==> config.mk <==
export PLATFORM = sky130hd
export DESIGN_NAME = hpq_mem
export DESIGN_NICKNAME = d
export VERILOG_FILES = /design/src/hdl/hpq_pkg.sv /design/src/hdl/hpq_mem.sv
export SDC_FILE = /design/constraint.sdc
export NUM_CORES = 2
export LEC_CHECK = 0
export BUFFER_PORTS_ARGS = -buffer_cell sky130_fd_sc_hd__buf_4
export CAP_MARGIN = 10
export CORE_MARGIN = 2
export CORE_UTILIZATION = 55
export DETAILED_ROUTE_END_ITERATION = 16
export GPL_ROUTABILITY_DRIVEN = 0
export PLACE_DENSITY = 0.71
export SLEW_MARGIN = 20
export SYNTH_ARGS = -nofsm -noshare
export SYNTH_HDL_FRONTEND = slang
export SYNTH_SLANG_ARGS = --single-unit
==> constraint.sdc <==
create_clock -name i_clk -period 4.17 [get_ports i_clk]
set_input_delay 0.417 -clock i_clk [delete_from_list [all_inputs] [get_ports i_clk]]
set_output_delay 0.417 -clock i_clk [all_outputs]
set_load 0.02 [all_outputs]
==> src/hdl/hpq_pkg.sv <==
// ----------------------------------------------------------------------------
// hpq_pkg
// shared types and constants of the min-heap priority queue
// ----------------------------------------------------------------------------
`timescale 1ns / 1ps

package hpq_pkg;

    localparam int VALUE_W = 32;
    localparam int COUNT_W = 7;

    // request operation codes
    localparam logic MODE_PUSH = 1'b0;
    localparam logic MODE_POP  = 1'b1;

    // result status codes
    typedef enum logic [1:0] {
        STAT_OK    = 2'd0,
        STAT_FULL  = 2'd1,
        STAT_EMPTY = 2'd2
    } t_status;

    // sequencer states
    typedef enum logic [2:0] {
        S_IDLE,
        S_UP_CMP,
        S_POP_LAST,
        S_DN_CMP,
        S_PLACE,
        S_DONE
    } t_state;

    // one result item
    typedef struct packed {
        logic signed [VALUE_W-1:0] min_value;
        logic [COUNT_W-1:0]        count;
        logic                      empty_res;
        t_status                   status;
    } t_result;

endpackage

==> src/hdl/hpq_mem.sv <==
// ----------------------------------------------------------------------------
// hpq_mem
// heap storage: one write port, two registered read ports
// ----------------------------------------------------------------------------
`timescale 1ns / 1ps

module hpq_mem #(
    parameter int AW = 7
) (
    input  logic                                i_clk,
    input  logic                                i_wr_en,
    input  logic [AW-1:0]                       i_wr_addr,
    input  logic signed [hpq_pkg::VALUE_W-1:0]  i_wr_data,
    input  logic [AW-1:0]                       i_rd_addr_a,
    input  logic [AW-1:0]                       i_rd_addr_b,
    output logic signed [hpq_pkg::VALUE_W-1:0]  o_rd_data_a,
    output logic signed [hpq_pkg::VALUE_W-1:0]  o_rd_data_b
);

    logic signed [hpq_pkg::VALUE_W-1:0] r_mem [2**AW];

    // write port
    always_ff @(posedge i_clk) begin
        if (i_wr_en) begin
            r_mem[i_wr_addr] <= i_wr_data;
        end
    end

    // read ports, both registered
    always_ff @(posedge i_clk) begin
        o_rd_data_a <= r_mem[i_rd_addr_a];
        o_rd_data_b <= r_mem[i_rd_addr_b];
    end

endmodule

### Word level (Yosys, flattened, before mapping)

Memories as Yosys holds them, arrays and structs flattened. A register that Yosys moved wholly into a read port is not among the register bits.
Index checks and enable logic that the tools add are counted.

| word-level totals | value |
|---|---|
| word-level logic and storage cells | 3 |
| register bits after elaboration | 0 |
| memories kept | 1 |
| bits in writable memories | 4,096 |
| bits of input ports | 55 |

Memories:

| name | depth | width | read ports | clocked after Yosys merged registers in | write ports | line | source |
|---|---|---|---|---|---|---|---|
| r_mem | 128 | 32 | 2 | 2 | 1 | hpq_mem.sv:20 | `logic signed [hpq_pkg::VALUE_W-1:0] r_mem [2**AW];` |

| operators by class | value |
|---|---|
| muxes and demuxes | 2 |

Operator list:

| operator | count |
|---|---|
| $mux 1 | 2 |

### Longest topological paths before layout

| depth | value |
|---|---|
| word-level depth | 2 |
| depth in mapped cells | 8 |
| mapped depth without buffers | 4 |

### Worst setup path before layout

No wires, ideal clock.

| timing | value |
|---|---|
| path kind | input to register |
| start point | input i_wr_en |
| end point | memory r_mem[98][0] in the netlist's numbering, enable pin |
| data arrival time | 3,195 ps |
| stages on the path | 3 |
| path buffers | 1 |
| data required time | 3,709 ps |
| library setup time | 461 ps |
| slack | 514 ps |
| path through | clkbuf_1 -> nand4_1 -> nor3_1 |

| between the ends | value |
|---|---|
| word-level cells in the longest chain between the ends | 2 |

Ends and longest elaborated chain:

| element | line | source |
|---|---|---|
| start, declared | hpq_mem.sv:11 | `input logic i_wr_en,` |
| $mux 1 | hpq_mem.sv:24 | `if (i_wr_en) begin` |
| $mux 1 (not written as such) | hpq_mem.sv:25 | `r_mem[i_wr_addr] <= i_wr_data;` |
| end, declared | hpq_mem.sv:20 |  |

No other way between the ends.

==> impl_metrics.env <==
export IMPL_fin_ws_ns=1.353
export IMPL_clock_path_buffers=4
export IMPL_worstPathRequired_ns=5.04
export IMPL_synth_top_cell_area_share=0.6516
export IMPL_finalCritPeriodShare=0.6755
export IMPL_design_area_um2=214500
export IMPL_grt_ovfl_total=0
export IMPL_drive_gt1_frac=0.4898
export IMPL_p_per_area_nw_per_um2=431.0
export IMPL_io_pins=119
export IMPL_r2r_slack_ns=1.51
export IMPL_avgSynthCellArea_um2=24.51
export IMPL_totalWireLength_mm=571.5
export IMPL_drt_iter0_markers=16760
export IMPL_critPathArrivalTime_ns=3.69
export IMPL_grt_first_pass_wirelength_mm=795.5
export IMPL_slew_viol_final=0
export IMPL_cts_tree="built"
export IMPL_dpl_hpwl_mm=342.5
export IMPL_worstSetupStartpointType="input port"
export IMPL_ys_ff_latch=4160
export IMPL_netlist_top_cells_area="edfxtp_1 65%, mux4_2 32%, clkbuf_1 0.73%"
export IMPL_crit_fanout=38
export IMPL_grt_pass1_vias=101000
export IMPL_die_w_um=589.8
export IMPL_grt_start_max_net_pins=108
export IMPL_clk_pin_slew_ns=0.06
export IMPL_crit_path_max_incr_delay_ns=0.63
export IMPL_core_area_um2=342200
export IMPL_tightest_slew_ns=1.103
export IMPL_vias=100100
export IMPL_cts_buffers=415
export IMPL_seq_area_frac_synth=0.6584
export IMPL_endpoint_kind="flip-flop"
export IMPL_synthFlopType="edfxtp_1"
export IMPL_crit_type="in -> reg"
export IMPL_cts_root_buffer="clkbuf_16"
export IMPL_crit_buf_inv=4
export IMPL_setup_viol=0
export IMPL_wl_per_cell_um=43.53
export IMPL_fill_cells=22090
export IMPL_viasPerCell=7.627
export IMPL_port_buffers=118
export IMPL_slew_headroom=0.2649
export IMPL_setup_tns_ns=0
export IMPL_hold_path_class="in -> reg"
export IMPL_synth_edf_count=4096
export IMPL_cp_top_family="multiplexers"
export IMPL_power_total_mw=92.42
export IMPL_clock_sinks=4160
export IMPL_max_freq_ghz=0.3550
export IMPL_finClkSkew_ns=0.03725
export IMPL_rows=215
export IMPL_rsz0062_at_grt="no"
export IMPL_fin_hold_ws_ns=0.03587
export IMPL_status="complete, no violations"
export IMPL_synth_distinct_cells=17
export IMPL_yosysWarnings=0
export IMPL_ant_nets=0
export IMPL_multiInputGateArea_um2=62900
export IMPL_seqCellArea_um2=124300
export IMPL_h_tree_depth=5
export IMPL_drc=0
export IMPL_die_area_um2=347900
export IMPL_clk_latency_ns=0.98
export IMPL_cts_setup_buffers=0
export IMPL_yosysMostFrequentCell="edfxtp_1"
export IMPL_nNetsFinal=8243
export IMPL_initial_core_util=0.5517
export IMPL_syn_nets=7756
export IMPL_synth_top_area_cell="edfxtp_1"
export IMPL_synth_async_reset_ratio=0
export IMPL_areaGrowthSynthToFinish_pct=13.61
export IMPL_slowest_stage="mux4_2"
export IMPL_synth_cells=7701
export IMPL_antenna_found_initial=63
export IMPL_vdd_drop_max_uv=351.5
export IMPL_first_pass_iters=6
export IMPL_max_cap_violations=0
export IMPL_placed_cell_area_um2=200600
export IMPL_die_y_um=589.8
export IMPL_hold_viol=0
export IMPL_dp_slack_ns=0.3892
export IMPL_p_leak_nw=65.83
export IMPL_min_period_ns=2.817
export IMPL_synth_common_cells="4096 x edfxtp_1, 2688 x mux4_2, 365 x clkbuf_1"
export IMPL_crit_chain="buf_16 > buf_12 > buf_12 > buf_12 > mux4_2 > mux4_2 > mux4_2 > mux2_2"
export IMPL_syn_area_um2=188800
export IMPL_grt_total_usage=0.3317
layout make-up:
class                   count  share of cell area
diodes                     29           0.0003384
multi-input cells        2922              0.2933
well taps                4557             0.02659
clock buffers             521             0.05185
clock inverters           250             0.01200
repair buffers            689             0.03644
flip-flops and latches   4160              0.5795
report_power, final:
part / leakage (nW) / switching (mW) / internal [mW]
clock: 6.71 / 16.2 / 21.8
sequential: 37.4 / 0.483 / 46.2
combinational: 21.8 / 4.27 / 3.55
total: 65.8 / 20.9 / 71.5
routing by layer:
| metal | global-route usage | vias to the layer above | share of wire |
|---|---|---|---|
| met4 | 0.1601 | 34 | 0.057 |
| met1 | 0.4506 | 54560 | 0.34 |
| met5 | 0 | - | 0.00044 |
| met2 | 0.5096 | 7862 | 0.47 |
| li1 | - | 36360 | - |
| met3 | 0.08548 | 1323 | 0.13 |
what timing repair did:
item | 4_1_cts | 5_1_grt
resized for setup | 0 | 0
hold buffers | 10 | 1
hold endpoints to repair | 399 | 25
registers in the layout (all words and copies together) (netlist names):
| name | flops |
|---|---|
| o_rd_data_a | 32 |
| o_rd_data_b | 32 |
| r_mem | 4096 |
cell usage in the layout (no fill, tap or decap), drive strengths merged:
cell type / instances
clkbuf: 521
nand2: 14
edfxtp: 4096
clkinv: 171
nand3: 12
buf: 678
inv: 16
mux4: 2688
nor2: 122
diode: 29
bufinv: 46
nand4: 3
nor3: 9
clkinvlp: 17
nor2b: 7
nand2b: 2
or3: 1
dlygate4sd3: 11
dfxtp: 64
mux2: 64
final timing paths:
check | from | end | depth (start not counted)
worst max-delay path | i_rd_addr_a[0] | o_rd_data_a[6] | 8
worst min-delay path | i_wr_data[1] | r_mem[33][1] | 1
worst max register to register | r_mem[55][17] | o_rd_data_b[17] | 4
worst min register to register | r_mem[86][0] | o_rd_data_a[0] | 4
through the flow:
step	utilization	cells
6_report	0.6267	13130
3_5_place_dp	0.5861	12320
5_1_grt	0.6267	13120
3_3_place_gp	0.5861	12320
2_1_floorplan	-	7701
4_1_cts	0.6264	13100
cell families (layout without fill, tap and decap cells):
kind of cell / Yosys count / count (layout) / share of synthesized area
DFF: 4160 / 4160 / 0.6584
buffers and inverters: 619 / 1460 / 0.01341
other: 0 / 29 / 0
muxes: 2752 / 2752 / 0.3245
and+or+nand+nor: 170 / 170 / 0.003692
Note: power is estimated with default switching activity, not from simulation.
