--- config.mk ---
export PLATFORM = sky130hd
export DESIGN_NAME = hpq_out
export DESIGN_NICKNAME = d
export VERILOG_FILES = /design/src/hdl/hpq_pkg.sv /design/src/hdl/hpq_out.sv
export SDC_FILE = /design/constraint.sdc
export NUM_CORES = 1
export LEC_CHECK = 0
export BUFFER_PORTS_ARGS = -buffer_cell sky130_fd_sc_hd__buf_2
export CORE_ASPECT_RATIO = 0.5
export CORE_MARGIN = 2
export CORE_UTILIZATION = 40
export DETAILED_ROUTE_END_ITERATION = 6
export HOLD_SLACK_MARGIN = 0.03
export PLACE_DENSITY = 0.78
export SYNTH_ARGS = -nofsm -noshare
export SYNTH_HDL_FRONTEND = slang
export SYNTH_SLANG_ARGS = --single-unit
--- constraint.sdc ---
create_clock -name i_clk -period 1.33 [get_ports i_clk]
set_input_delay 0.0665 -clock i_clk [delete_from_list [all_inputs] [get_ports i_clk]]
set_output_delay 0.0665 -clock i_clk [all_outputs]
set_load 0.02 [all_outputs]
--- src/hdl/hpq_pkg.sv ---
// ----------------------------------------------------------------------------
// hpq_pkg
// shared types and constants of the min-heap priority queue
// ----------------------------------------------------------------------------
`timescale 1ns / 1ps

package hpq_pkg;

    localparam int VALUE_W = 32;
    localparam int COUNT_W = 7;

    // request operation codes
    localparam logic MODE_PUSH = 1'b0;
    localparam logic MODE_POP  = 1'b1;

    // result status codes
    typedef enum logic [1:0] {
        STAT_OK    = 2'd0,
        STAT_FULL  = 2'd1,
        STAT_EMPTY = 2'd2
    } t_status;

    // sequencer states
    typedef enum logic [2:0] {
        S_IDLE,
        S_UP_CMP,
        S_POP_LAST,
        S_DN_CMP,
        S_PLACE,
        S_DONE
    } t_state;

    // one result item
    typedef struct packed {
        logic signed [VALUE_W-1:0] min_value;
        logic [COUNT_W-1:0]        count;
        logic                      empty_res;
        t_status                   status;
    } t_result;

endpackage

--- src/hdl/hpq_out.sv ---
// ----------------------------------------------------------------------------
// hpq_out
// output register between the sequencer and the result channel
// ----------------------------------------------------------------------------
`timescale 1ns / 1ps

module hpq_out (
    input  logic             i_clk,
    input  logic             i_rst_n,
    input  logic             i_valid,
    output logic             o_ready,
    input  hpq_pkg::t_result i_res,
    output logic             o_valid,
    input  logic             i_ready,
    output hpq_pkg::t_result o_res
);

    logic             r_valid;
    hpq_pkg::t_result r_res;

    assign o_ready = !r_valid || i_ready;
    assign o_valid = r_valid;
    assign o_res   = r_res;

    // valid flag
    always_ff @(posedge i_clk) begin
        if (!i_rst_n) begin
            r_valid <= 1'b0;
        end else if (i_valid && o_ready) begin
            r_valid <= 1'b1;
        end else if (i_ready) begin
            r_valid <= 1'b0;
        end
    end

    // payload
    always_ff @(posedge i_clk) begin
        if (i_valid && o_ready) begin
            r_res <= i_res;
        end
    end

endmodule

After elaboration in Yosys (flattened, before gate mapping)
Cells that the tools add are included.
- flip-flop bits (word level): 43
- input port bits: 46
- output and inout port bits: 44
- word-level logic and storage cells: 11
- multiplexer cells: 2
- reductions and logical operators: 4
- operator list (cell ; number):
    1-bit 2-to-1 mux ; 2
    2-bit nonzero test ; 1
    1-bit logical AND ; 1
    1-bit logical NOT ; 1
    1-bit logical OR ; 1

Depth between registers and ports, before layout
Gate-level depths: netlist of the first run.
- depth after elaboration: 4
- gate-level depth with buffers: 2
- gate-level depth less buffers: 2

Worst setup path before layout of the first run
OpenSTA, ideal clock, no wires.
- path type: reg-to-reg
- start: register r_valid, in the netlist o_valid
- end: register r_res, in the netlist o_res[0], enable pin
- library setup time: 0.356 ns
- data arrival time: 0.941 ns
- required time: 0.974 ns
- setup slack: 0.033 ns
- stages on the path, launching flop included: 3
- buffers on the path: 0
- clock period less this slack: 1.297 ns
- cell sequence: dfxtp_1 nand2b_4 and2_4
- longest elaborated chain between the ends: 3
- RTL lines (item ; line ; source):
    start, declared ; hpq_out.sv:18 ; logic r_valid;
    start signal, assigned ; hpq_out.sv:28 ; r_valid <= 1'b0;
    start signal, assigned ; hpq_out.sv:30 ; r_valid <= 1'b1;
    start signal, assigned ; hpq_out.sv:32 ; r_valid <= 1'b0;
    1-bit logical NOT ; hpq_out.sv:21 ; assign o_ready = !r_valid || i_ready;
    1-bit logical OR ; hpq_out.sv:21 ;
    net o_ready ; hpq_out.sv:11 ; output logic o_ready,
    1-bit logical AND ; hpq_out.sv:38 ; if (i_valid && o_ready) begin
    end signal, assigned ; hpq_out.sv:39 ; r_res <= i_res;
    end, declared ; hpq_out.sv:19 ; hpq_pkg::t_result r_res;
The timed path passes the listed nets, and every way through them passes these cells.
A chain may end at the register's enable or synchronous reset.

Worst setup path after layout of the first run
- start: input i_rst_n
- end: register r_valid, in the netlist o_valid
- RTL lines (item ; line ; source):
    start, declared ; hpq_out.sv:9 ; input logic i_rst_n,
No word-level cell between the ends.

==> out/qor.csv, run 1 <==
stage,metric,value,unit
worst_setup_path,worst r2r path cells,3,
synth,cell with the most instances after synthesis,edfxtp_1,
clock_network,TritonCTS Buffers,5,
synth,Post-synth ARST share,0,%
worst_setup_path,slowest CP cell,dlygate4sd3_1,
layout,share of layout cells above drive strength 1,53.9,%
floorplan,io pins,90,
synth,ys flop type,edfxtp_1,
global_routing,Tot GR Track Use,22.9,%
place,routability cong.,0.723,
layout,Layout Utilization,79.6,%
layout,fin nets,236,
worst_setup_path,Critical Path AT,1390,ps
worst_setup_path,worst path cell trace,dlygate4sd3_1 -> buf_2 -> a21boi_2 -> dlygate4sd3_1,
synth,post-synth cell types,6,
min_path,worst hold-check path type,input port to flip-flop,
global_routing,total gr overflow,0,
worst_setup_path,buffers and inverters on the worst path,3,
timing,Min Hold Slack,261,ps
pwr,clock power share,37.4,%
worst_setup_path,Critical Path Fanout Max,1,
global_routing,vias in the first global route,1151,
pwr,Switch Pwr,698,uW
route,routed via count,1045,
timing,Setup TNS Final,0,ps
worst_setup_path,CP Capture Type,flip-flop,
outcome,outcome,completed,
synth,Yosys reg bits,43,
timing,# setup viols final,0,
global_routing,pin count of the biggest net entering global routing,15,
global_routing,initial antenna violation count,0,
min_path,hold depth,2,
layout,final non-filler cell total,231,
route,antenna-violating nets left,0,
clock_network,TritonCTS Sinks,43,
worst_setup_path,RR Startpoint,o_valid,
worst_setup_path,CP peak stage delay,550,ps
layout,P&R area growth vs syn,84.9,%
timing,Final Hold Vio Count,0,
worst_setup_path,crit-path most repeated cell,dlygate4sd3_1,
timing,Clock Skews,5.98,ps
clock_network,insertion delay to the later sink of the worst-skew pair,300,ps
worst_setup_path,critical path data required time,1510,ps
synth,"EDFF count, synth",42,
place,Cells after DPL,179,
pwr,Int Power,2530,uW
worst_setup_path,CP startpoint kind,input port,
synth,register area share after synthesis,97.2,%
route,drt total wl,4.20,mm
route,First-pass DRT Iterations,4,
clock_network,"Clk pin slew, worst setup/hold paths",80,ps
route,wire per inst,18.2,um
floorplan,Core Region,3070,um2
route,DRC viols,0,
flow_run,max_cap viols,0,
floorplan,Starting Density,43.0,%
pwr,PwrDens,1320,nW/um2
timing,fmax,826,MHz
synth,syn_area_per_cell,28.1,um2
synth,post-synthesis net count,93,
timing,crit path time final,1210,ps
route,First DRT Iteration DRCs,59,
pwr,total chip power,3230,uW
place,PortBufs,89,
layout,Antenna Cells,0,
global_routing,first-pass GRT wire length,6.06,mm
timing,Worst-Margin Slew,207,ps
worst_setup_path,worst r2r dst,o_valid,
floorplan,Die ar.,3800,um2
worst_setup_path,Setup Crit Path Kind,input port to flip-flop,
worst_setup_path,Worst R2R Setup Slack,170,ps
pwr,Sw Ratio,21.6,%
synth,Area contributors post-synth,"edfxtp_1 96%, dfxtp_1 1.5%, nand2b_4 1.0%",
synth,largest area contributor in the netlist,edfxtp_1,
worst_setup_path,Worst path top cell family by delay,buffers and inverters,
floorplan,die height,44.6,um
floorplan,Site Rows,14,
clock_network,CTS tree,done,
synth,total of warnings raised by yosys,0,
clock_network,clk root buf,clkbuf_8,
min_path,hold path start,i_valid,
floorplan,DIE WIDTH,85.2,um
clock_network,CTS Buffer Depth,2,
route,vias per cell,4.52,
timing,RSZ-0062 raised after global routing,false,
synth,Gate Count Post-Synth,47,
clock_network,H-Tree Depth,2,
timing,final worst-path cycle share,91.1,%
pwr,Reg power frac,49.7,%
timing,Final Max Slew Viols,0,
pwr,Worst VDD drop,1.26,mV
pwr,Comb power frac,12.9,%
pwr,Lkg Pwr,0.00106,uW
min_path,hold endpoint,o_res[37],
synth,Synth Cell Area,1320,um2
timing,Slew HR,86.2,%
synth,Yosys top cell area share,95.6,%
cells by family (layout without fill, tap and decap cells):
group / count (synthesis) / count (layout) / synth area share, %
flip-flops: 43 / 43 / 97.2
AND/OR/NAND/NOR: 2 / 2 / 1.71
AO/OA/AOI/OAI: 1 / 1 / 0.854
buffers and inverters: 1 / 145 / 0.284
cells in the final DEF (no fill, tap or decap), drive strengths merged:
| cell type | netlist | final |
|---|---|---|
| buf | 0 | 92 |
| dlygate4sd3 | 0 | 44 |
| edfxtp | 42 | 42 |
| clkbuf | 0 | 5 |
| bufinv | 0 | 2 |
| nand2b | 1 | 1 |
| and2 | 1 | 1 |
| inv | 1 | 1 |
| a21boi | 1 | 1 |
| clkinvlp | 0 | 1 |
| dfxtp | 1 | 1 |
final cells by class:
cell class                      count  area (um2)
Timing Repair Buffer              136         933
Clock inverter                      3        67.6
Fill cell                         161         627
Clock buffer                        5        68.8
Multi-Input combinational cell      3        33.8
Tap cell                           40        50.0
Sequential cell                    43        1280
Inverter                            1        3.75
routing by layer:
layer / vias up / wire (um) / global-route usage [%]
li1: 470 / - / -
met1: 527 / 1590 / 25.4
met2: 38 / 2370 / 43.0
met3: 10 / 141 / 5.41
met4: 0 / 97 / 10.8
met5: - / 0 / 0
per-stage QoR:
step / cell area [um2] / setup slack (ps)
finish: 2440 / 119
global route: 2440 / 118
CTS: 2440 / 124
detailed placement: 1860 / 192
global placement: 1860 / 217
floorplan: 1320 / 32.8
state kept, by name (all words and copies together), names as in the netlist:
name and cells:
o_valid 1, o_res 42
power groups by stage:
stage | registers (uW) | logic (uW) | clock network, uW
floorplan | 1730 | 33.6 | 0
global placement | 1630 | 296 | 0
detailed placement | 1630 | 304 | 0
CTS | 1600 | 407 | 1200
global route | 1610 | 438 | 1280
finish | 1610 | 418 | 1210
what timing repair did:
action,4_1_cts,5_1_grt
endpoints found under the setup margin,0,0
resized for setup,0,0
hold endpoints to repair,43,0
buffers inserted,0,0
hold buffers,44,0
how the worst max path moves through the flow:
stage,slack (ps),endpoint,depth (start not counted),from
finish,120,o_valid,4,i_rst_n
CTS,120,o_valid,4,i_rst_n
floorplan,30,o_res[0],2,o_valid
global placement,220,o_res[6],3,o_valid
global route,120,o_valid,3,o_valid
detailed placement,190,o_res[31],3,o_valid
(Power assumes the default switching activity.)
==> run 2: changes to the inputs <==
Settings changed: CORE_UTILIZATION 40 to 42, CTS_BUF_LIST set to sky130_fd_sc_hd__clkbuf_4, PLACE_DENSITY 0.78 to 0.81.
==> run 2 against run 1 <==
Net effect: clock power decreased by 35%; register-to-register slack got worse by 40 ps; sequential power hardly changed; largest power group unchanged; clock skew grew 6.4 ps; combinational power is 1% lower; fmax rose by 0.79%; sequential cell count stayed put; total power is 13% lower; setup slack better by 9.5 ps; cell count is 0.43% lower.
==> out/qor.csv, run 2 (synthesized netlist as in run 1, its figures left out) <==
stage,metric,value,unit
timing,final worst-path cycle share,90.4,%
timing,Worst-Margin Slew,149,ps
worst_setup_path,worst path cell trace,nand2b_4 -> a21boi_2 -> dlygate4sd3_1,
layout,area occupied by multi-input gates,33.8,um2
worst_setup_path,slowest CP cell,dlygate4sd3_1,
global_routing,vias in the first global route,1081,
clock_network,insertion delay to the later sink of the worst-skew pair,340,ps
route,drt total wl,3.92,mm
pwr,Lkg Pwr,0.00103,uW
layout,Antenna Cells,0,
timing,Final Hold Vio Count,0,
clock_network,TritonCTS Sinks,43,
place,routability cong.,0.699,
layout,share of layout cells above drive strength 1,53.2,%
clock_network,TritonCTS Buffers,5,
global_routing,initial antenna violation count,0,
floorplan,Site Rows,14,
global_routing,first-pass GRT wire length,6.01,mm
worst_setup_path,Critical Path Fanout Max,3,
worst_setup_path,RR Startpoint,o_valid,
layout,max reg flops,42,
route,routed via count,1010,
floorplan,Starting Density,44.0,%
timing,# setup viols final,0,
floorplan,io pins,90,
timing,RSZ-0062 raised after global routing,false,
clock_network,CTS Buffer Depth,2,
route,vias per cell,4.39,
layout,"most common cell after layout, fill and taps aside",buf_2,
place,PortBufs,89,
worst_setup_path,Worst R2R Setup Slack,130,ps
timing,Slew HR,90.0,%
timing,Clock Skews,12.4,ps
route,DRC viols,0,
pwr,PwrDens,1180,nW/um2
timing,fmax,832,MHz
floorplan,Die ar.,3630,um2
pwr,Worst VDD drop,0.748,mV
worst_setup_path,CP Capture Type,flip-flop,
layout,P&R area growth vs syn,79.8,%
min_path,hold path start,i_valid,
floorplan,DIE WIDTH,83.2,um
timing,crit path time final,1200,ps
worst_setup_path,buffers and inverters on the worst path,1,
min_path,worst hold-check path type,input port to flip-flop,
worst_setup_path,CP peak stage delay,550,ps
flow_run,max_cap viols,0,
worst_setup_path,worst r2r dst,o_valid,
global_routing,Tot GR Track Use,22.6,%
global_routing,total gr overflow,0,
outcome,outcome,completed,
worst_setup_path,Worst path top cell family by delay,buffers and inverters,
worst_setup_path,CP startpoint kind,flip-flop,
route,antenna-violating nets left,0,
worst_setup_path,number of cells on the critical path,3,
route,First DRT Iteration DRCs,65,
pwr,total chip power,2810,uW
timing,Final Max Slew Viols,0,
worst_setup_path,worst r2r path cells,3,
clock_network,CTS tree,done,
layout,Register Area,1280,um2
floorplan,Core Region,3000,um2
clock_network,clk root buf,clkbuf_4,
layout,fin nets,235,
worst_setup_path,Setup Crit Path Kind,flip-flop to flip-flop,
worst_setup_path,worst setup path start,o_valid,
floorplan,die height,43.6,um
layout,most frequent cells in the layout,"89 x buf_2, 44 x dlygate4sd3_1, 42 x edfxtp_1",
worst_setup_path,critical path data required time,1610,ps
timing,Setup TNS Final,0,ps
route,First-pass DRT Iterations,4,
route,wire per inst,17.0,um
clock_network,"Clk pin slew, worst setup/hold paths",120,ps
clock_network,H-Tree Depth,2,
worst_setup_path,Critical Path AT,1480,ps
clock_network,setup bufs post-CTS,0,
worst_setup_path,CP Capture Point,o_valid,
global_routing,pin count of the biggest net entering global routing,24,
layout,fillers,159,
[run 2: cell types whose count changed in the layout (fill, tap and decap cells not counted), sizes merged]
cell      previous run  this run
clkinvlp             1         0
buf                 92        91
bufinv               2         1
clkinv               0         2
[run 2: worst reg2reg max path: stages, from the launching register on]
cell,delay (ps)
dfxtp_1,410
nand2b_4,80
a21boi_2,120
dlygate4sd3_1,550
[run 2: metrics by stage]
stage	hold WS, ps	instances	cell area, um2	setup slack [ps]	util, %
2_1_floorplan	165	47	1320	32.8	-
3_3_place_gp	244	178	1850	300	61.9
3_5_place_dp	245	178	1850	282	61.9
4_1_cts	257	230	2370	161	79.2
5_1_grt	278	230	2370	76.6	79.2
6_report	282	230	2370	128	79.2
[run 2: layer usage]
layer / up-vias / GRT usage, % / wire length (um)
li1: 469 / - / -
met1: 513 / 29.6 / 1670
met2: 22 / 40.6 / 2110
met3: 6 / 4.19 / 89
met4: 0 / 5.90 / 57
met5: - / 0 / 0
[run 2: worst min-delay path by stage]
stage | slack [ps] | to | cells after the start
global placement | 240 | o_res[35] | 1
CTS | 260 | o_res[0] | 3
detailed placement | 240 | o_res[30] | 1
global route | 280 | o_res[22] | 3
finish | 280 | o_res[16] | 3
floorplan | 170 | o_res[0] | 0
[run 2: power by group]
group | leakage (uW) | internal [uW] | switching, uW
combinational | 0.000574 | 202 | 211
clock | 0.0000426 | 387 | 403
sequential | 0.000415 | 1580 | 23.2
total | 0.00103 | 2170 | 637
[run 2: layout make-up]
class | instances | area share [%]
Inverter | 1 | 0.158
Multi-Input combinational cell | 3 | 1.42
Tap cell | 40 | 2.11
Clock inverter | 3 | 1.64
Clock buffer | 5 | 1.58
Timing Repair Buffer | 135 | 39.1
Sequential cell | 43 | 54.0
[run 2: repair_timing]
item	CTS	global route
gates resized for setup	0	0
endpoints found under the hold margin	43	0
hold buffers	44	0
