[src/hdl/hpq_pkg.sv]
// ----------------------------------------------------------------------------
// hpq_pkg
// shared types and constants of the min-heap priority queue
// ----------------------------------------------------------------------------
`timescale 1ns / 1ps

package hpq_pkg;

    localparam int VALUE_W = 32;
    localparam int COUNT_W = 7;

    // request operation codes
    localparam logic MODE_PUSH = 1'b0;
    localparam logic MODE_POP  = 1'b1;

    // result status codes
    typedef enum logic [1:0] {
        STAT_OK    = 2'd0,
        STAT_FULL  = 2'd1,
        STAT_EMPTY = 2'd2
    } t_status;

    // sequencer states
    typedef enum logic [2:0] {
        S_IDLE,
        S_UP_CMP,
        S_POP_LAST,
        S_DN_CMP,
        S_PLACE,
        S_DONE
    } t_state;

    // one result item
    typedef struct packed {
        logic signed [VALUE_W-1:0] min_value;
        logic [COUNT_W-1:0]        count;
        logic                      empty_res;
        t_status                   status;
    } t_result;

endpackage

[src/hdl/hpq_core.sv]
// ----------------------------------------------------------------------------
// hpq_core
// sequencer for push sift-up and pop sift-down over the heap memory
// ----------------------------------------------------------------------------
`timescale 1ns / 1ps

module hpq_core #(
    parameter int CAPACITY = 127,
    parameter int AW       = 7
) (
    input  logic                                i_clk,
    input  logic                                i_rst_n,
    // request side
    input  logic                                i_req_valid,
    output logic                                o_req_ready,
    input  logic                                i_req_mode,
    input  logic signed [hpq_pkg::VALUE_W-1:0]  i_req_value,
    // result side
    output logic                                o_res_valid,
    input  logic                                i_res_ready,
    output hpq_pkg::t_result                    o_res,
    // memory side
    output logic                                o_wr_en,
    output logic [AW-1:0]                       o_wr_addr,
    output logic signed [hpq_pkg::VALUE_W-1:0]  o_wr_data,
    output logic [AW-1:0]                       o_rd_addr_a,
    output logic [AW-1:0]                       o_rd_addr_b,
    input  logic signed [hpq_pkg::VALUE_W-1:0]  i_rd_data_a,
    input  logic signed [hpq_pkg::VALUE_W-1:0]  i_rd_data_b
);

    hpq_pkg::t_state                    r_state, n_state;
    hpq_pkg::t_status                   r_status, n_status;
    logic [AW-1:0]                      r_count, n_count;
    logic [AW-1:0]                      r_pos, n_pos;
    logic signed [hpq_pkg::VALUE_W-1:0] r_val, n_val;
    logic signed [hpq_pkg::VALUE_W-1:0] r_root;

    logic [AW-1:0]                      w_cnt_inc;
    logic [AW-1:0]                      w_parent;
    logic [AW:0]                        w_left;
    logic                               w_has_right;
    logic                               w_pick_right;
    logic signed [hpq_pkg::VALUE_W-1:0] w_pick_val;
    logic [AW-1:0]                      w_pick_addr;
    logic [AW:0]                        w_next_left;
    logic [AW:0]                        w_next_right;
    logic [hpq_pkg::COUNT_W+AW-1:0]     w_cnt_ext;

    // index arithmetic for both sift directions
    assign w_cnt_inc    = r_count + AW'(1);
    assign w_parent     = r_pos >> 1;
    assign w_left       = {r_pos, 1'b0};
    assign w_has_right  = w_left < {1'b0, r_count};
    // ties go to the right child
    assign w_pick_right = w_has_right && !(i_rd_data_a < i_rd_data_b);
    assign w_pick_val   = w_pick_right ? i_rd_data_b : i_rd_data_a;
    assign w_pick_addr  = w_pick_right ? (w_left[AW-1:0] + AW'(1)) : w_left[AW-1:0];
    assign w_next_left  = {w_pick_addr, 1'b0};
    assign w_next_right = w_next_left + (AW+1)'(1);

    // next state and memory control
    always_comb begin
        n_state     = r_state;
        n_status    = r_status;
        n_count     = r_count;
        n_pos       = r_pos;
        n_val       = r_val;
        o_req_ready = 1'b0;
        o_res_valid = 1'b0;
        o_wr_en     = 1'b0;
        o_wr_addr   = r_pos;
        o_wr_data   = r_val;
        o_rd_addr_a = r_pos;
        o_rd_addr_b = r_pos;
        unique case (r_state)
            hpq_pkg::S_IDLE: begin
                o_req_ready = 1'b1;
                if (i_req_valid) begin
                    n_status = hpq_pkg::STAT_OK;
                    if (i_req_mode == hpq_pkg::MODE_PUSH) begin
                        if (r_count == AW'(CAPACITY)) begin
                            n_status = hpq_pkg::STAT_FULL;
                            n_state  = hpq_pkg::S_DONE;
                        end else begin
                            n_count = w_cnt_inc;
                            n_pos   = w_cnt_inc;
                            n_val   = i_req_value;
                            if (w_cnt_inc == AW'(1)) begin
                                o_wr_en   = 1'b1;
                                o_wr_addr = AW'(1);
                                o_wr_data = i_req_value;
                                n_state   = hpq_pkg::S_DONE;
                            end else begin
                                o_rd_addr_a = w_cnt_inc >> 1;
                                n_state     = hpq_pkg::S_UP_CMP;
                            end
                        end
                    end else begin
                        if (r_count == '0) begin
                            n_status = hpq_pkg::STAT_EMPTY;
                            n_state  = hpq_pkg::S_DONE;
                        end else begin
                            n_count = r_count - AW'(1);
                            if (r_count == AW'(1)) begin
                                n_state = hpq_pkg::S_DONE;
                            end else begin
                                // fetch the last entry to move to the root
                                o_rd_addr_a = r_count;
                                n_state     = hpq_pkg::S_POP_LAST;
                            end
                        end
                    end
                end
            end
            hpq_pkg::S_UP_CMP: begin
                if (r_val < i_rd_data_a) begin
                    // parent moves down into the hole
                    o_wr_en     = 1'b1;
                    o_wr_data   = i_rd_data_a;
                    n_pos       = w_parent;
                    o_rd_addr_a = w_parent >> 1;
                    if (w_parent == AW'(1)) begin
                        n_state = hpq_pkg::S_PLACE;
                    end
                end else begin
                    o_wr_en = 1'b1;
                    n_state = hpq_pkg::S_DONE;
                end
            end
            hpq_pkg::S_POP_LAST: begin
                n_val = i_rd_data_a;
                n_pos = AW'(1);
                if (r_count < AW'(2)) begin
                    o_wr_en   = 1'b1;
                    o_wr_addr = AW'(1);
                    o_wr_data = i_rd_data_a;
                    n_state   = hpq_pkg::S_DONE;
                end else begin
                    o_rd_addr_a = AW'(2);
                    o_rd_addr_b = AW'(3);
                    n_state     = hpq_pkg::S_DN_CMP;
                end
            end
            hpq_pkg::S_DN_CMP: begin
                if (r_val > w_pick_val) begin
                    // smaller child moves up into the hole
                    o_wr_en     = 1'b1;
                    o_wr_data   = w_pick_val;
                    n_pos       = w_pick_addr;
                    o_rd_addr_a = w_next_left[AW-1:0];
                    o_rd_addr_b = w_next_right[AW-1:0];
                    if (w_next_left > {1'b0, r_count}) begin
                        n_state = hpq_pkg::S_PLACE;
                    end
                end else begin
                    o_wr_en = 1'b1;
                    n_state = hpq_pkg::S_DONE;
                end
            end
            hpq_pkg::S_PLACE: begin
                o_wr_en = 1'b1;
                n_state = hpq_pkg::S_DONE;
            end
            hpq_pkg::S_DONE: begin
                o_res_valid = 1'b1;
                if (i_res_ready) begin
                    n_state = hpq_pkg::S_IDLE;
                end
            end
            default: begin
                n_state = hpq_pkg::S_IDLE;
            end
        endcase
    end

    // control registers
    always_ff @(posedge i_clk) begin
        if (!i_rst_n) begin
            r_state <= hpq_pkg::S_IDLE;
            r_count <= '0;
        end else begin
            r_state <= n_state;
            r_count <= n_count;
        end
    end

    // datapath registers
    always_ff @(posedge i_clk) begin
        r_status <= n_status;
        r_pos    <= n_pos;
        r_val    <= n_val;
    end

    // shadow copy of the root entry
    always_ff @(posedge i_clk) begin
        if (o_wr_en && (o_wr_addr == AW'(1))) begin
            r_root <= o_wr_data;
        end
    end

    // result item
    assign w_cnt_ext       = {{hpq_pkg::COUNT_W{1'b0}}, r_count};
    assign o_res.min_value = (r_count != '0) ? r_root : '0;
    assign o_res.count     = w_cnt_ext[hpq_pkg::COUNT_W-1:0];
    assign o_res.empty_res = (r_count == '0);
    assign o_res.status    = r_status;

endmodule

[config.mk]
export PLATFORM = sky130hd
export DESIGN_NAME = hpq_core
export DESIGN_NICKNAME = d
export VERILOG_FILES = /design/src/hdl/hpq_pkg.sv /design/src/hdl/hpq_core.sv
export SDC_FILE = /design/constraint.sdc
export NUM_CORES = 1
export LEC_CHECK = 0
export BUFFER_PORTS_ARGS = -buffer_cell sky130_fd_sc_hd__buf_4
export CAP_MARGIN = 10
export CORE_MARGIN = 5
export CORE_UTILIZATION = 51
export CTS_BUF_LIST = sky130_fd_sc_hd__clkbuf_4 sky130_fd_sc_hd__clkbuf_8
export DETAILED_ROUTE_END_ITERATION = 10
export GPL_ROUTABILITY_DRIVEN = 0
export PLACE_DENSITY = 0.8
export SKIP_LAST_GASP = 1
export SYNTH_ARGS = -nofsm -noshare
export SYNTH_HDL_FRONTEND = slang
export SYNTH_SLANG_ARGS = --single-unit
[constraint.sdc]
create_clock -name i_clk -period 5.24 [get_ports i_clk]
set_input_delay 0.524 -clock i_clk [delete_from_list [all_inputs] [get_ports i_clk]]
set_output_delay 0.524 -clock i_clk [all_outputs]
set_load 0.02 [all_outputs]
* Word level (Yosys, flattened, before mapping)
Index checks and enable logic that the tools add are counted.
** Storage, ports and cells
- Flip-flop bits (word level) :: 83
- Output and inout port bits :: 98
- Logic and storage cells :: 116
** Operators by class
- Add/sub/neg operators :: 4
- Magnitude comparators :: 6
- Equal/unequal tests :: 20
- Multiplexer cells :: 66
- Reductions and logical operators :: 14
** Operators by type and width (number)
- $mux W32 :: 12
- $mux W7 :: 24
- $pmux W32 S4 :: 1
- $lt A32 B32 Y1 :: 2
- $pmux W32 S2 :: 1
- $pmux W7 S4 :: 2
- $mux W3 :: 12
- $gt A32 B32 Y1 :: 1
- $pmux W7 S2 :: 2
- $add A7 B1 Y7 const B :: 3
- $eq A7 B1 Y1 const B :: 3
- $pmux W3 S6 :: 1
- $ne A2 B2 Y1 const B :: 8
- $reduce_and A4 Y1 :: 3
- $gt A8 B7 Y1 :: 1
- $lt A8 B7 Y1 :: 1
- $mux W1 :: 8
- $eq A7 B7 Y1 const B :: 1
- $logic_not A7 Y1 :: 1
- $lt A7 B2 Y1 const B :: 1
- $reduce_bool A7 Y1 :: 1
- $sub A7 B1 Y7 const B :: 1
- $eq A3 B2 Y1 const B :: 2
- $eq A3 B3 Y1 const B :: 2
- other kinds (13) :: 16

* Depth between registers and ports, before layout
Gate-level depths: netlist (run 1).
- Depth in word-level cells :: 9
- Mapped depth :: 24
- Mapped depth without buffers :: 20

* Least setup slack after synthesis (run 1)
No wires, ideal clock.
- Kind :: register -> output
- Start :: reg r_count[3]
- End :: out o_wr_data[23] (netlist name)
- Data arrival time :: 5.159 ns
- Required time :: 4.716 ns
- Setup slack :: -0.443 ns
- Cell stages (with the launch flop) :: 23
- Cells stage by stage :: dfxtp_1 -> clkinv_1 -> ha_1 -> and3_1 -> a21oi_1 -> o21ai_0 -> nor4b_1 -> a21oi_1 -> a21o_1 -> clkbuf_1 -> buf_2 -> mux2i_1 -> ha_1 -> nand4_1 -> nor4_2 -> nand4_1 -> a31oi_1 -> nor2_1 -> o21bai_1 -> inv_1 -> clkbuf_1 -> o221a_2 -> a211oi_1
** On the way
- Cells in the longest elaborated chain, start to end :: 7
- Elaborated cells between the ends (all ways) :: 15
- Classes of those cells :: add/sub: 1; order compare: 3; eq/ne: 2; mux: 8; reduce/logical: 1
** Ends and longest elaborated chain
- start: declaration :: RTL line hpq_core.sv:34 : logic [AW-1:0] r_count, n_count;
- start signal: assignment :: RTL line hpq_core.sv:184 : r_count <= n_count;
- branches (longest 6 deep; another with $gt A32 B32 Y1)
- $pmux W32 S4 * :: RTL line hpq_core.sv:76 : unique case (r_state)
- end: declaration :: RTL line hpq_core.sv:25 : output logic signed [hpq_pkg::VALUE_W-1:0] o_wr_data,
Mark *: on every way between the ends.

* Worst setup path after layout (run 1)
- Start :: in i_rd_data_b[11] (netlist name)
- End :: out o_wr_data[0] (netlist name)
** On the way
- Cells in the longest elaborated chain, start to end :: 7
** Ends and longest elaborated chain
- start: declaration :: RTL line hpq_core.sv:29 : input logic signed [hpq_pkg::VALUE_W-1:0] i_rd_data_b
- $lt A32 B32 Y1 :: RTL line hpq_core.sv:56 : assign w_pick_right = w_has_right && !(i_rd_data_a < i_rd_data_b);
- $logic_not A1 Y1 :: RTL line hpq_core.sv:56
- $logic_and A1 B1 Y1 :: RTL line hpq_core.sv:56
- $mux W32 * :: RTL line hpq_core.sv:57 : assign w_pick_val = w_pick_right ? i_rd_data_b : i_rd_data_a;
- $gt A32 B32 Y1 :: RTL line hpq_core.sv:146 : if (r_val > w_pick_val) begin
- $mux W32 * :: RTL line hpq_core.sv:146
- $pmux W32 S4 * :: RTL line hpq_core.sv:76
Every way passes the cells marked *; elsewhere a longest branch is shown, timed or not.

==> out/metrics.yaml, run 1 <==
run_status:
  outcome: "finished, violations left"
  violations_in_the_final_reports: "setup timing"
critical_path:
  worst_ep_required_time_ns: 4.72
  critical_path.endpoint: "o_wr_data[0]"
  critical_path.max_fanout: 6
  start_kind: "input port"
  crit_type: "input port to output pin"
  worst-endpoint-arrival_ns: 5.32
  r2r_cells: 25
  r2r_start: "r_pos[0]$_DFFE_PP_"
  worst_setup_path_end_kind: "output pin"
  worstSetupStartpoint: "i_rd_data_b[11]"
  reg2reg_setup_slack_ns: 0.08
  critical_path.reg2reg.endpoint: "r_root[26]$_DFFE_PP_"
power:
  switchingPower_mw: 3.45
  power_frac_seq_pct: 15.9
  post-layout-total-power_mw: 7.27
  power_density_cells_mw_per_mm2: 594
  power_switching_share_pct: 47.5
  power.share.clock_pct: 8.2
  leakage_power_total_nw: 5.64
  irDropWorstVdd_mv: 0.339
  comb_power_share_pct: 75.8
  internal_power_mw: 3.81
detailed_routing:
  route.detailed.vias_per_inst: 6.41
  drt_wirelength_mm: 32.6
  drt-pass1-iter-count: 9
  post-route-drc-count: 0
  drt.antenna.violating_nets: 0
  post_drt_wl_per_cell_um: 21.7
  count_of_vias_placed_by_the_detailed_router: 9610
  initialDrtViolationCount: 1467
yosys:
  synthesis.nets: 1158
  postSynth.asyncResetShare_pct: 0
  ys_seq_elements: 83
  netlist.top_cell.by_area: "edfxtp_1"
  synthesis.area_mm2: 0.00829
  synth-edff-count: 73
  synth_top_area_share_pct: 26.5
  dominantRegCellSynth: "edfxtp_1"
  yosysSeqAreaShare_pct: 28.9
  compound_gate_portion_of_the_synthesized_area_pct: 25.7
  main_combinational_cell_family_by_area_after_synthesis: "compound AO/OA/AOI/OAI gates"
  netlist_instances: 948
  synth-adder-area-share_pct: 16.5
  yosys_warnings: 0
  yosys.area_share.simple_pct: 15.2
  synthTopCellsByArea: "edfxtp_1, ha_1, inv_1"
  muxShareOfSynthArea_pct: 5.27
  synth.avg_cell_area_um2: 8.74
  yosys.area_share.xor_xnor_pct: 1.06
  ys_types: 63
worst_hold_path:
  worst_hold_path_type: "input port to flop"
global_routing:
  number_of_antenna_violations_at_the_first_check_in_global_routing: 0
  grtUsageTotal_pct: 32.8
  global_route_congestion_overflow_total: 0
  grt_pass1_wl_mm: 48.8
  pin_count_of_the_biggest_net_entering_global_routing: 65
  via_count_of_the_first_global_routing_pass: 9781
clocking:
  clock_tree.buffer_depth: 2
  cts_root_buf: "clkbuf_8"
  numCtsBuffers: 9
  cts-htree-levels: 3
  tritoncts_clock_tree: "done"
  clock_latency_ns: 0.39
  clk_pin_slew_ns: 0.10
  cts.sink_count: 83
sta:
  grt_setup_unrepaired: "yes"
  slew_headroom_pct: 23.7
  finalClockSkew_ns: 0.0149
  timing_worst_slew_pin_value_ns: 1.14
  setup_viol_count_final: 46
  final_period_minus_worst_setup_slack_ns: 5.85
  post_route_clock_period_utilization_pct: 112
  fin_ws_ns: -0.606
  finalHoldViolCount: 0
  report.final.slew_viol_count: 0
  fmax_mhz: 171
final_layout:
  num_antenna_cells: 0
  syn2layout_area_growth_pct: 47.6
  area_used_by_multi_input_combinational_logic_mm2: 0.00587
  most_frequent_standard_cell_in_the_layout_excluding_fill_and_tap_cells: "buf_4"
  utilization_pct: 77.0
  fin_nets: 1488
  final-seq-area_mm2: 0.00239
  postLayoutCellArea_mm2: 0.0122
  final_layout_size_suffix_gt1_share_pct: 38.4
  most-common-layout-cells: "buf_4, inv_1, ha_1"
  fillerInstances: 1041
placement:
  port-buffer-count: 198
  place.detailed.hpwl_mm: 21.9
  postPlaceCellArea_mm2: 0.0109
  preCtsSetupSlack_ns: -0.864
floorplanning:
  io-pin-count: 199
  die-area_mm2: 0.0189
  die_h_um: 137
  initial_core_util_pct: 52.2
  die_width_um: 137
  row_count: 46
  placeableCoreArea_mm2: 0.0159
flow_run:
  reported_max_cap_violation_count: 0
[critical path, stage by stage]
cell	delay (ns)
buf_8	0.08
inv_4	0.03
ha_4	0.25
nand4_1	0.15
or4_4	0.54
a31oi_4	0.18
o41ai_4	0.09
a21o_4	0.30
buf_12	0.14
buf_16	0.14
mux2i_4	0.19
ha_4	0.27
nand4_1	0.21
nor4_4	0.25
nand4_1	0.21
nand2b_4	0.19
a31oi_1	0.17
o211ai_1	0.16
o31ai_2	0.12
buf_4	0.19
nor3b_4	0.05
buf_6	0.18
clkbuf_16	0.16
o211ai_1	0.32
buf_4	0.21
[cells in the mapped netlist (all sizes together), types with 16 or more instances]
cell	instances
inv	107
a2bb2oi	29
a222oi	30
nor3	16
nor2	43
nand3	17
a211oi	22
clkbuf	43
ha	109
a21oi	38
o211ai	33
nand2	78
o21ai	60
and2	34
mux2i	38
edfxtp	73
nand4	20
[sequential cells by signal (all words and copies together), names as in the netlist]
signal	cells
r_status	2
r_pos	7
r_count	7
r_val	32
r_root	32
r_state	3
[worst min path at each step]
stage | from | end | slack, ns | depth (start not counted)
floorplan | r_pos[5]$_DFFE_PP_ | r_state[1]$_SDFFE_PN0P_ | 0.57 | 3
global route | i_rst_n | r_state[2]$_SDFFE_PN0P_ | 0.37 | 2
detailed placement | r_count[6]$_SDFFE_PN0P_ | r_count[6]$_SDFFE_PN0P_ | 0.65 | 3
CTS | i_rst_n | r_state[2]$_SDFFE_PN0P_ | 0.37 | 2
finish | i_rst_n | r_state[2]$_SDFFE_PN0P_ | 0.37 | 2
global placement | r_count[6]$_SDFFE_PN0P_ | r_count[6]$_SDFFE_PN0P_ | 0.63 | 3
[what timing repair did]
item,CTS,global route
setup endpoints to repair,57,58
buffers inserted,21,15
pin swaps,27,39
hold buffers,0,0
cloned,2,2
resized for setup,105,45
[stage by stage]
stage | hold slack [ns] | setup TNS, ns | std cells
after floorplan | 0.566 | -0.0125 | 948
after global placement | 0.630 | -44.98 | 1450
after detailed placement | 0.647 | -49.07 | 1450
after CTS | 0.368 | -15.54 | 1489
after global routing | 0.374 | -28.35 | 1499
final | 0.368 | -21.65 | 1499
[metal layers]
layer / wire [µm] / GRT usage [%]
met5: 0 / 0
met4: 2030 / 19.0
met2: 15400 / 54.6
met1: 11500 / 38.6
met3: 3680 / 7.67
[power groups by stage]
| stage | Clock (mW) | Combinational (mW) | Sequential (mW) |
|---|---|---|---|
| finish | 0.599 | 5.51 | 1.16 |
| global route | 0.626 | 5.82 | 1.17 |
| CTS | 0.597 | 5.20 | 1.14 |
| detailed placement | 0 | 4.71 | 1.15 |
| global placement | 0 | 4.61 | 1.14 |
| floorplan | 0 | 2.78 | 1.12 |
[cell type report]
class,count,area share (%)
flip-flops and latches,83,19.6
well taps,216,2.21
clock inverters,6,0.920
multi-input cells,703,48.0
clock buffers,10,1.07
repair buffers,372,24.8
inverters,109,3.50
[logic make-up after synthesis]
kind of cell | after synthesis
flip-flops | 83
AO/OA/AOI/OAI | 290
multiplexers | 43
buffers and inverters | 162
XOR/XNOR | 10
adder cells (fa/ha/maj) | 109
AND/OR/NAND/NOR | 251
(Power assumes the default switching activity.)
==> inputs of run 2 (changes only) <==
--- a/config.mk
+++ b/config.mk
@@ -8,11 +8,11 @@
 export BUFFER_PORTS_ARGS = -buffer_cell sky130_fd_sc_hd__buf_4
 export CAP_MARGIN = 10
 export CORE_MARGIN = 5
-export CORE_UTILIZATION = 51
-export CTS_BUF_LIST = sky130_fd_sc_hd__clkbuf_4 sky130_fd_sc_hd__clkbuf_8
+export CORE_UTILIZATION = 50
+export CTS_BUF_LIST = sky130_fd_sc_hd__clkbuf_16
 export DETAILED_ROUTE_END_ITERATION = 10
 export GPL_ROUTABILITY_DRIVEN = 0
-export PLACE_DENSITY = 0.8
+export PLACE_DENSITY = 0.78
 export SKIP_LAST_GASP = 1
 export SYNTH_ARGS = -nofsm -noshare
 export SYNTH_HDL_FRONTEND = slang
==> out/metrics.yaml, run 2 (synthesis results as in run 1) <==
placement:
  port-buffer-count: 198  # unchanged
  postPlaceCellArea_mm2: 0.0110  # +0.44%
  place.detailed.hpwl_mm: 22.0  # +0.57%
detailed_routing:
  route.detailed.vias_per_inst: 6.39  # -0.37%
  drt.antenna.violating_nets: 0  # unchanged
  post_drt_wl_per_cell_um: 21.8  # +0.30%
  initialDrtViolationCount: 1312  # -11%
  count_of_vias_placed_by_the_detailed_router: 9568  # -0.44%
  drt-pass1-iter-count: 8  # -1
  drt_wirelength_mm: 32.6  # +0.23%
  post-route-drc-count: 0  # unchanged
sta:
  fin_ws_ns: -0.640  # -0.0337 ns
  report.final.slew_viol_count: 0  # unchanged
  post_route_clock_period_utilization_pct: 112  # +0.64 points
  timing_worst_slew_pin_value_ns: 1.15  # +0.00920 ns
  finalHoldViolCount: 0  # unchanged
  grt_setup_unrepaired: "yes"
  finalClockSkew_ns: 0.0152  # +0.000363 ns
  setup_total_negative_slack_ns: -24.64  # -2.99 ns
  final_period_minus_worst_setup_slack_ns: 5.88  # +0.0337 ns
  slew_headroom_pct: 23.1  # -0.61 points
  setup_viol_count_final: 46  # unchanged
  fmax_mhz: 170  # -0.57%
worst_hold_path:
  hp-start: "i_rst_n"
  worst_hold_path_type: "input port to flop"
floorplanning:
  die-area_mm2: 0.0192  # +1.8%
  placeableCoreArea_mm2: 0.0164  # +3.3%
  row_count: 47  # +2.2%
  initial_core_util_pct: 50.5  # -1.7 points
  die_h_um: 139  # +0.92%
  die_width_um: 139  # +0.92%
  io-pin-count: 199  # unchanged
global_routing:
  global_route_congestion_overflow_total: 0  # unchanged
  pin_count_of_the_biggest_net_entering_global_routing: 65  # unchanged
  via_count_of_the_first_global_routing_pass: 9414  # -3.8%
  grt_pass1_wl_mm: 48.2  # -1.2%
  grtUsageTotal_pct: 30.6  # -2.2 points
  number_of_antenna_violations_at_the_first_check_in_global_routing: 0  # unchanged
critical_path:
  crit_type: "input port to output pin"
  worst-endpoint-arrival_ns: 5.36  # +0.04 ns
  worstSetupStartpoint: "i_rd_data_b[9]"
  r2r_start: "r_pos[2]$_DFFE_PP_"
  start_kind: "input port"
  worst_ep_required_time_ns: 4.72  # about the same
  critical_path.max_fanout: 7  # +1
  worst_setup_path_end_kind: "output pin"
power:
  power_density_cells_mw_per_mm2: 589  # -0.84%
  leakage_power_total_nw: 5.65  # +0.24%
  irDropWorstVdd_mv: 0.331  # -2.2%
  post-layout-total-power_mw: 7.27  # about the same
clocking:
  numCtsBuffers: 9  # unchanged
  clk_pin_slew_ns: 0.07  # -0.03 ns
  clock_tree.buffer_depth: 2  # unchanged
  clock_latency_ns: 0.36  # -0.03 ns
  cts.sink_count: 83  # unchanged
  cts_root_buf: "clkbuf_16"
  post_cts_hold_buffer_count: 0  # unchanged
  tritoncts_clock_tree: "done"
  cts-htree-levels: 3  # unchanged
final_layout:
  fin_nets: 1483  # -0.34%
  utilization_pct: 75.3  # -1.8 points
  syn2layout_area_growth_pct: 49.0
  fillerInstances: 1078  # +3.6%
  num_antenna_cells: 0  # unchanged
  most-common-layout-cells: "buf_4, inv_1, ha_1"
  most_frequent_standard_cell_in_the_layout_excluding_fill_and_tap_cells: "buf_4"
  area_used_by_multi_input_combinational_logic_mm2: 0.00594  # +1.3%
  final_layout_size_suffix_gt1_share_pct: 38.4  # about the same
  postLayoutCellArea_mm2: 0.0123  # +0.92%
  largest_registers: "r_root (32), r_val (32)"
  final-seq-area_mm2: 0.00239  # unchanged
run_status:
  violations_in_the_final_reports: "setup timing"
  outcome: "finished, violations left"
flow_run:
  reported_max_cap_violation_count: 0  # unchanged
[run 2: changes by cell type in the layout (fill, tap and decap cells not counted), moves of 7 or more]
cell	before	now
buf_4	336	329
mux2i_2	12	5
clkbuf_8	9	0
ha_4	18	26
ha_1	90	83
clkbuf_16	2	12
[run 2: final timing paths]
path                        endpoint  cells after the start  slack [ns]
max reg2reg     r_root[25]$_DFFE_PP_                     24        0.19
min          r_state[2]$_SDFFE_PN0P_                      2        0.42
min reg2reg  r_count[5]$_SDFFE_PN0P_                      3        0.68
max                     o_wr_data[0]                     25       -0.64
[run 2: per-layer routing]
layer | vias to the layer above | global-route usage (%) | wire (µm)
li1 | 4267 | - | -
met1 | 4425 | 37.3 | 11900
met5 | - | 0 | 0
met3 | 155 | 5.41 | 3240
met2 | 721 | 52.2 | 15800
met4 | 0 | 14.9 | 1700
[run 2: power breakdown]
part | leakage [nW] | internal, mW | switching [mW] | total, mW
clock | 0.138 | 0.354 | 0.309 | 0.663
combinational | 4.76 | 2.46 | 2.97 | 5.44
sequential | 0.758 | 0.994 | 0.182 | 1.18
total | 5.65 | 3.81 | 3.46 | 7.27
[run 2: critical path, stage by stage]
cell and delay, ns:
buf_8 0.11, inv_6 0.05, ha_4 0.20, a211oi_2 0.20, o22ai_1 0.11, nor3_2 0.31
a31oi_4 0.16, o41ai_4 0.24, a21o_2 0.25, buf_12 0.18, mux2i_4 0.28, ha_4 0.24
and2_4 0.15, a221o_1 0.36, a22oi_2 0.20, o211ai_1 0.20, a31oi_1 0.23, o211ai_1 0.15
o31ai_2 0.12, buf_4 0.20, nor3b_4 0.05, buf_6 0.17, clkbuf_16 0.15, o211ai_1 0.30
buf_4 0.21
[run 2: what timing repair did]
item,CTS,global route
endpoints found under the setup margin,78,57
cloned,2,2
endpoints found under the hold margin,0,0
pin swaps,40,25
gates resized for setup,106,49
buffers inserted,9,16
[run 2: stage by stage]
stage | hold WS, ns | setup WS [ns] | instances
finish | 0.415 | -0.640 | 1498
global route | 0.431 | -0.830 | 1498
CTS | 0.420 | -0.409 | 1485
detailed placement | 0.672 | -0.939 | 1458
global placement | 0.653 | -0.695 | 1458
floorplan | 0.566 | -0.0125 | 948
[run 2: layout make-up]
class                      count  share of cell area (%)
clock inverter                 6                   0.365
clock buffer                  10                    2.03
inverter                     109                    3.54
tap                          220                    2.23
sequential                    83                    19.4
multi-input combinational    703                    48.1
timing repair buffer         367                    24.3
